[src/rtl/rp4d_pkg.sv]
// Package for the 4D vertex rotate/project pipeline.
// Holds field widths, register map codes, reset values and divider sizes.
// No dependencies.
package rp4d_pkg;

    localparam int COORD_W  = 16;
    localparam int TRIG_W   = 16;
    localparam int CENTER_W = 12;
    localparam int SCALE_W  = 16;
    localparam int SCREEN_W = 20;

    localparam int PROD_W = 32;
    localparam int ROT_W  = 33;
    localparam int D1_W   = 34;
    localparam int D2W_W  = 38;
    localparam int DEN_W  = 35;
    localparam int MAG_W  = 34;
    localparam int MUL_W  = MAG_W + SCALE_W;

    // Divider: numerator 2*mag*scale + d2, divisor 2*d2, quotient saturated to QUOT_W bits.
    localparam int NUM_W          = MUL_W + 1;
    localparam int DIV_W          = DEN_W + 1;
    localparam int QUOT_W         = 22;
    localparam int BITS_PER_STAGE = 2;
    localparam int DIV_STAGES     = QUOT_W / BITS_PER_STAGE;

    localparam int PRE_STAGES = 5;
    localparam int PIPE_LAT   = PRE_STAGES + DIV_STAGES + 1;

    localparam int SUM_W = 24;

    localparam int ADDR_W = 5;

    localparam logic [2:0] REG_COS_XW  = 3'd0;
    localparam logic [2:0] REG_SIN_XW  = 3'd1;
    localparam logic [2:0] REG_COS_YZ  = 3'd2;
    localparam logic [2:0] REG_SIN_YZ  = 3'd3;
    localparam logic [2:0] REG_CENTER_X = 3'd4;
    localparam logic [2:0] REG_CENTER_Y = 3'd5;
    localparam logic [2:0] REG_SCALE   = 3'd6;

    localparam logic [TRIG_W-1:0]   RST_COS    = 16'd16384;
    localparam logic [TRIG_W-1:0]   RST_SIN    = 16'd0;
    localparam logic [CENTER_W-1:0] RST_CX     = 12'd320;
    localparam logic [CENTER_W-1:0] RST_CY     = 12'd240;
    localparam logic [SCALE_W-1:0]  RST_SCALE  = 16'd3932;

    // w camera distance 3 in 27 fraction bits.
    localparam logic signed [D1_W-1:0] W_DIST_FIX = 34'sd402653184;

    typedef struct packed {
        logic last;
        logic behind;
        logic neg_x;
        logic neg_y;
        logic ovf_x;
        logic ovf_y;
    } t_side;

endpackage

[src/rtl/rp4d_div.sv]
// Pipelined restoring divider, BITS_PER_STAGE quotient bits per register stage.
// The caller guarantees the quotient fits QUOT_W bits. Depends on rp4d_pkg.
module rp4d_div
    import rp4d_pkg::*;
(
    input  logic              i_clk,
    input  logic              i_en,
    input  logic [NUM_W-1:0]  i_num,
    input  logic [DIV_W-1:0]  i_den,
    output logic [QUOT_W-1:0] o_quot
);

    logic [DIV_W-1:0]  r_rem [DIV_STAGES];
    logic [QUOT_W-1:0] r_low [DIV_STAGES];
    logic [QUOT_W-1:0] r_q   [DIV_STAGES];
    logic [DIV_W-1:0]  r_den [DIV_STAGES];

    genvar k;
    generate
        for (k = 0; k < DIV_STAGES; k++) begin : g_stage
            logic [DIV_W-1:0]  s_rem_in;
            logic [QUOT_W-1:0] s_low_in;
            logic [QUOT_W-1:0] s_q_in;
            logic [DIV_W-1:0]  s_den_in;
            logic [DIV_W-1:0]  n_rem;
            logic [QUOT_W-1:0] n_low;
            logic [QUOT_W-1:0] n_q;

            if (k == 0) begin : g_first
                assign s_rem_in = DIV_W'(i_num[NUM_W-1:QUOT_W]);
                assign s_low_in = i_num[QUOT_W-1:0];
                assign s_q_in   = '0;
                assign s_den_in = i_den;
            end else begin : g_next
                assign s_rem_in = r_rem[k-1];
                assign s_low_in = r_low[k-1];
                assign s_q_in   = r_q[k-1];
                assign s_den_in = r_den[k-1];
            end

            always_comb begin
                logic [DIV_W:0] t;
                n_rem = s_rem_in;
                n_low = s_low_in;
                n_q   = s_q_in;
                for (int b = 0; b < BITS_PER_STAGE; b++) begin
                    t     = {n_rem, n_low[QUOT_W-1]};
                    n_low = {n_low[QUOT_W-2:0], 1'b0};
                    if (t >= {1'b0, s_den_in}) begin
                        t   = t - {1'b0, s_den_in};
                        n_q = {n_q[QUOT_W-2:0], 1'b1};
                    end else begin
                        n_q = {n_q[QUOT_W-2:0], 1'b0};
                    end
                    n_rem = t[DIV_W-1:0];
                end
            end

            always_ff @(posedge i_clk) begin
                if (i_en) begin
                    r_rem[k] <= n_rem;
                    r_low[k] <= n_low;
                    r_q[k]   <= n_q;
                    r_den[k] <= s_den_in;
                end
            end
        end
    endgenerate

    assign o_quot = r_q[DIV_STAGES-1];

endmodule

[config.mk]
export PLATFORM = sky130hd
export DESIGN_NAME = rp4d_div
export DESIGN_NICKNAME = d
export VERILOG_FILES = /design/src/rtl/rp4d_pkg.sv /design/src/rtl/rp4d_div.sv
export SDC_FILE = /design/constraint.sdc
export NUM_CORES = 2
export LEC_CHECK = 0
export ABC_AREA = 1
export BUFFER_PORTS_ARGS = -buffer_cell sky130_fd_sc_hd__buf_2
export CAP_MARGIN = 40
export CORE_ASPECT_RATIO = 1.75
export CORE_MARGIN = 3
export CORE_UTILIZATION = 30
export CTS_BUF_LIST = sky130_fd_sc_hd__clkbuf_16
export CTS_CLUSTER_DIAMETER = 150
export DETAILED_ROUTE_END_ITERATION = 10
export PLACE_DENSITY = 0.48
export SYNTH_ARGS = -nofsm -noshare
export SYNTH_HDL_FRONTEND = slang
export SYNTH_SLANG_ARGS = --single-unit
[constraint.sdc]
create_clock -name i_clk -period 4 [get_ports i_clk]
set_input_delay 0.4 -clock i_clk [delete_from_list [all_inputs] [get_ports i_clk]]
set_output_delay 0.4 -clock i_clk [all_outputs]
set_load 0.01 [all_outputs]
==> results of run 1 <==
## metal layers
metal,track usage [%],overflow
met1,35.2,0
met2,75.4,6
met3,21.8,0
met4,56.6,3
met5,5.55,0
## cell families after synthesis
logic type,share of synthesized area (%)
AO/OA/AOI/OAI,13.1
adder cells (fa/ha/maj),11.6
XOR/XNOR,5.00
flip-flops,32.8
buffers and inverters,8.19
AND/OR/NAND/NOR,29.3
## stage by stage
stage | cell area (sq um) | setup WS, ps | hold slack [ps]
after floorplan | 88100 | 10.2 | 400
after global placement | 135000 | -2280 | 401
after detailed placement | 135000 | -2250 | 405
after CTS | 148000 | -1010 | 6.80
## timing repair
action                                   CTS
pin swaps                                287
endpoints found under the hold margin     52
hold buffers                              52
endpoints found under the setup margin   370
gates cloned                              13
buffers inserted                         250
gates resized for setup                 1467
==> impl_metrics.ini, run 1 <==
[synth]
synth.area.top_cells = edfxtp_1, nand2_1, ha_1
netlist.area_leader.share_pct = 32.8
synthCells = 12300
ys_ff_latch = 962
synthesis.nets = 13200
synth_cell_types = 57
syn_avg_cell_area_sq_um = 7.15
synth_most_common_cell = nand2_1
synthTopCellsByCount = nand2_1, inv_1, nor2_1
yosys_warnings = 0
synthArstFlopShare_pct = 0
syn-cell-area_sq_um = 88100
seq_area_frac_synth_pct = 32.8
synth_area_leader_cell = edfxtp_1
synth_edf_count = 962
synth-main-ff-cell = edfxtp_1

[clock_network]
clockBufferDepth = 3
cts-root-buf = clkbuf_16
clock-sinks = 962
htreeDepth = 3
numCtsBuffers = 105

[grt]
grt-ovfl-total = 9
grt_usage_pct = 45.7
grt_pass1_wl_microns = 960000
grt_pass1_vias = 126000
grt_max_degree = 102

[placed_design]
portBuffers = 110
place_hpwl_microns = 491000
dp_cells = 21600
place_congestion = 1.11

[die]
row_count = 262
start_util_pct = 30.2
die_h_microns = 723
die_x_microns = 416
num_io_pins = 111

[status]
error = [ERROR GRT-0116] Global routing finished with congestion. Check the congestion regions in the DRC Viewer.
status = aborted with a tool error
haltStage = 5_1_grt
==> run 2: changes to the inputs <==
--- a/config.mk
+++ b/config.mk
@@ -8,13 +8,10 @@
 export ABC_AREA = 1
 export BUFFER_PORTS_ARGS = -buffer_cell sky130_fd_sc_hd__buf_2
 export CAP_MARGIN = 40
-export CORE_ASPECT_RATIO = 1.75
 export CORE_MARGIN = 3
-export CORE_UTILIZATION = 30
-export CTS_BUF_LIST = sky130_fd_sc_hd__clkbuf_16
-export CTS_CLUSTER_DIAMETER = 150
+export CORE_UTILIZATION = 20
 export DETAILED_ROUTE_END_ITERATION = 10
-export PLACE_DENSITY = 0.48
+export PLACE_DENSITY_LB_ADDON = 0.15
 export SYNTH_ARGS = -nofsm -noshare
 export SYNTH_HDL_FRONTEND = slang
 export SYNTH_SLANG_ARGS = --single-unit
==> constraint.sdc (replaced) <==
create_clock -name i_clk -period 5.2 [get_ports i_clk]
set_input_delay 0.52 -clock i_clk [delete_from_list [all_inputs] [get_ports i_clk]]
set_output_delay 0.52 -clock i_clk [all_outputs]
set_load 0.01 [all_outputs]
==> run 2 against run 1 <==
The flow now finishes without violations. Synthesized area stayed put. Synthesized cell count stayed put.
==> impl_metrics.ini, run 2 <==
[status]
status = completed

[grt]
grt-busiest-layer = met2
grt-ovfl-total = 0
grtUsageMet1_pct = 23.7
grt_pass1_vias = 89200
grt_usage_pct = 18.1
met2_usage_pct = 32.0
grt_pass1_wl_microns = 607000
antenna_found_initial = 11
grt_max_degree = 120
use_met3_pct = 1.40

[synth]
synth-main-ff-cell = edfxtp_1
synth.area.top_cells = edfxtp_1, nand2_1, ha_1
netlist.area_leader.share_pct = 32.8
synth_cell_types = 57
syn-cell-area_sq_um = 88100
yosys_warnings = 0
ys_ff_latch = 962
synthCells = 12300
synthArstFlopShare_pct = 0
synthesis.nets = 13200
syn_avg_cell_area_sq_um = 7.15
synth_edf_count = 962
synth_most_common_cell = nand2_1
seq_area_frac_synth_pct = 32.8
synthTopCellsByCount = nand2_1, inv_1, nor2_1
synth_area_leader_cell = edfxtp_1

[layout]
final_common_cell = nand2_1
drive_above_1_share_pct = 21.2
fin_nets = 15700
area_delta_synth_final_pct = 35.8
top_regs = r_den (360), r_rem (360), r_q (132)
final_cell_mix = nand2_1, buf_4, inv_1

[die]
core_sq_um = 438000
num_io_pins = 111
die_h_microns = 670
die_x_microns = 670
start_util_pct = 20.1
die-area_sq_um = 449000
row_count = 243

[worst_setup_path]
crit_buf_inv = 8
cp-end-kind = register
critPathLaunchType = register
critPathMaxFanout = 14
crit_family = simple AND/OR/NAND/NOR gates
required_ps = 5770
critPathArrivalTime_ps = 5480
r2r-start = r_den[1][15]$_DFFE_PP_
reg2regPathDepth = 27
r2r_slack_ps = 290
cp_slowest_cell = edfxtp_1
crit_top_cell = nand2_1
crit_type = reg -> reg
slowest_delay_ps = 530
r2r-end = r_rem[2][7]$_DFFE_PP_

[min_path]
min_path_cells = 3
hold_class = in -> reg
min_to = r_rem[0][0]$_DFFE_PP_
hp-start = i_num[20]

[clock_network]
clockBufferDepth = 4
cts-root-buf = clkbuf_16
clock-sinks = 962
path_clk_slew_ps = 60
htreeDepth = 4
numCtsBuffers = 144
cts_tree = done
worstSkewPairLatency_ps = 880

[routing]
drt_iter0_drc = 6629
via_per_inst = 4.36
drt-total-wl_microns = 421000
wl_per_cell_microns = 20.3
postRouteAntennaNets = 0
num_vias = 90400
dr.pass1.iters = 6
drc = 0

[sta]
fin_worst_skew_ps = 88.7
min_period_ps = 4910
slew_headroom_pct = 41.9
finalHoldViolations = 0
slew_violations = 0
tns_ps = 0
max_clock_freq_mhz = 203
rsz0062_at_grt = true
tightest_slew_ps = 871
setup_viol = 0
min_period_over_period_pct = 94.5

[placed_design]
place_hpwl_microns = 359000
place_congestion = 0.917
portBuffers = 110

[run]
drv_cap = 0
run 2: cell counts after synthesis:
No cell type changed its count.
run 2: per-layer routing:
| metal | wire length [microns] | up-vias | share of wire (%) |
|---|---|---|---|
| met2 | 205000 | 1711 | 49 |
| li1 | - | 46200 | - |
| met5 | 17 | - | 0.0040 |
| met1 | 192000 | 42100 | 46 |
| met4 | 10400 | 2 | 2.5 |
| met3 | 13700 | 355 | 3.3 |
run 2: metrics by stage:
stage          area, sq um  utilization, %  worst slack [ps]  hold WS (ps)  std cells
2_1_floorplan        88100               -              1090           400      12300
5_1_grt             120000            27.3             -24.6           109      20700
6_report            120000            27.3               285          80.7      20700
3_3_place_gp        112000            25.6              -214           401      20400
4_1_cts             118000            26.8             0.923          18.4      20700
3_5_place_dp        112000            25.6              -188           405      20400
run 2: worst max path at each step:
stage / start / end / slack [ps] / cells after the start
floorplan: i_den[13] / r_rem[0][16]$_DFFE_PP_ / 1090 / 27
global placement: r_den[2][30]$_DFFE_PP_ / r_rem[3][22]$_DFFE_PP_ / -210 / 24
detailed placement: r_den[2][30]$_DFFE_PP_ / r_rem[3][22]$_DFFE_PP_ / -190 / 24
CTS: r_den[6][15]$_DFFE_PP_ / r_rem[7][28]$_DFFE_PP_ / 0.9 / 29
global route: r_den[7][17]$_DFFE_PP_ / r_rem[8][24]$_DFFE_PP_ / -20 / 30
finish: r_den[1][15]$_DFFE_PP_ / r_rem[2][7]$_DFFE_PP_ / 290 / 27
run 2: kinds of logic (layout without fill, tap and decap cells):
group           Yosys count  in the layout  share of synthesized area (%)
simple gates           6153           6153                           29.3
compound gates         2061           2061                           13.1
buf+inv                1834           4379                           8.19
flops                   962            962                           32.8
fa+ha+maj               807            807                           11.6
xor+xnor                503            503                           5.00
other cells               0              4                              0
run 2: cell type report:
class	count	area (sq um)
multi-input cells	9524	53400
fillers	49000	319000
diodes	4	10.0
inverters	1652	6220
well taps	5880	7360
clock inverters	91	925
flip-flops and latches	962	28900
repair buffers	2476	19200
clock buffers	160	3710
run 2: worst reg2reg max path, cell delays in order, from the launching register on:
cell      delay, ps
edfxtp_1        530
inv_1           110
ha_1            300
buf_4           150
a21oi_1         170
a21boi_1        330
nor2_1           70
nor2_1          260
inv_1            80
a21oi_1         240
nand3_1         110
nand3_1         100
nand2_1         120
ha_1            320
buf_4           160
nand2_1         100
inv_1            60
nand4_1         130
nor3_1           60
buf_4           140
a31oi_1         200
nand2_1         100
nand2_2         110
nand3_2         170
buf_12          220
buf_12          150
nand2_1          60
nand2_1          50
run 2: timing repair:
| action | in CTS | in global routing |
|---|---|---|
| endpoints found under the hold margin | 55 | 0 |
| pin swaps | 1 | 25 |
| buffers inserted | 3 | 72 |
| hold buffers | 55 | 0 |
| gates resized for setup | 7 | 423 |
| gates cloned | 0 | 2 |
| setup endpoints to repair | 65 | 333 |
Power of run 2 is left out: the tool's default activity adds up to more than one toggle a clock period on the data nets, which glitch-free logic cannot reach.
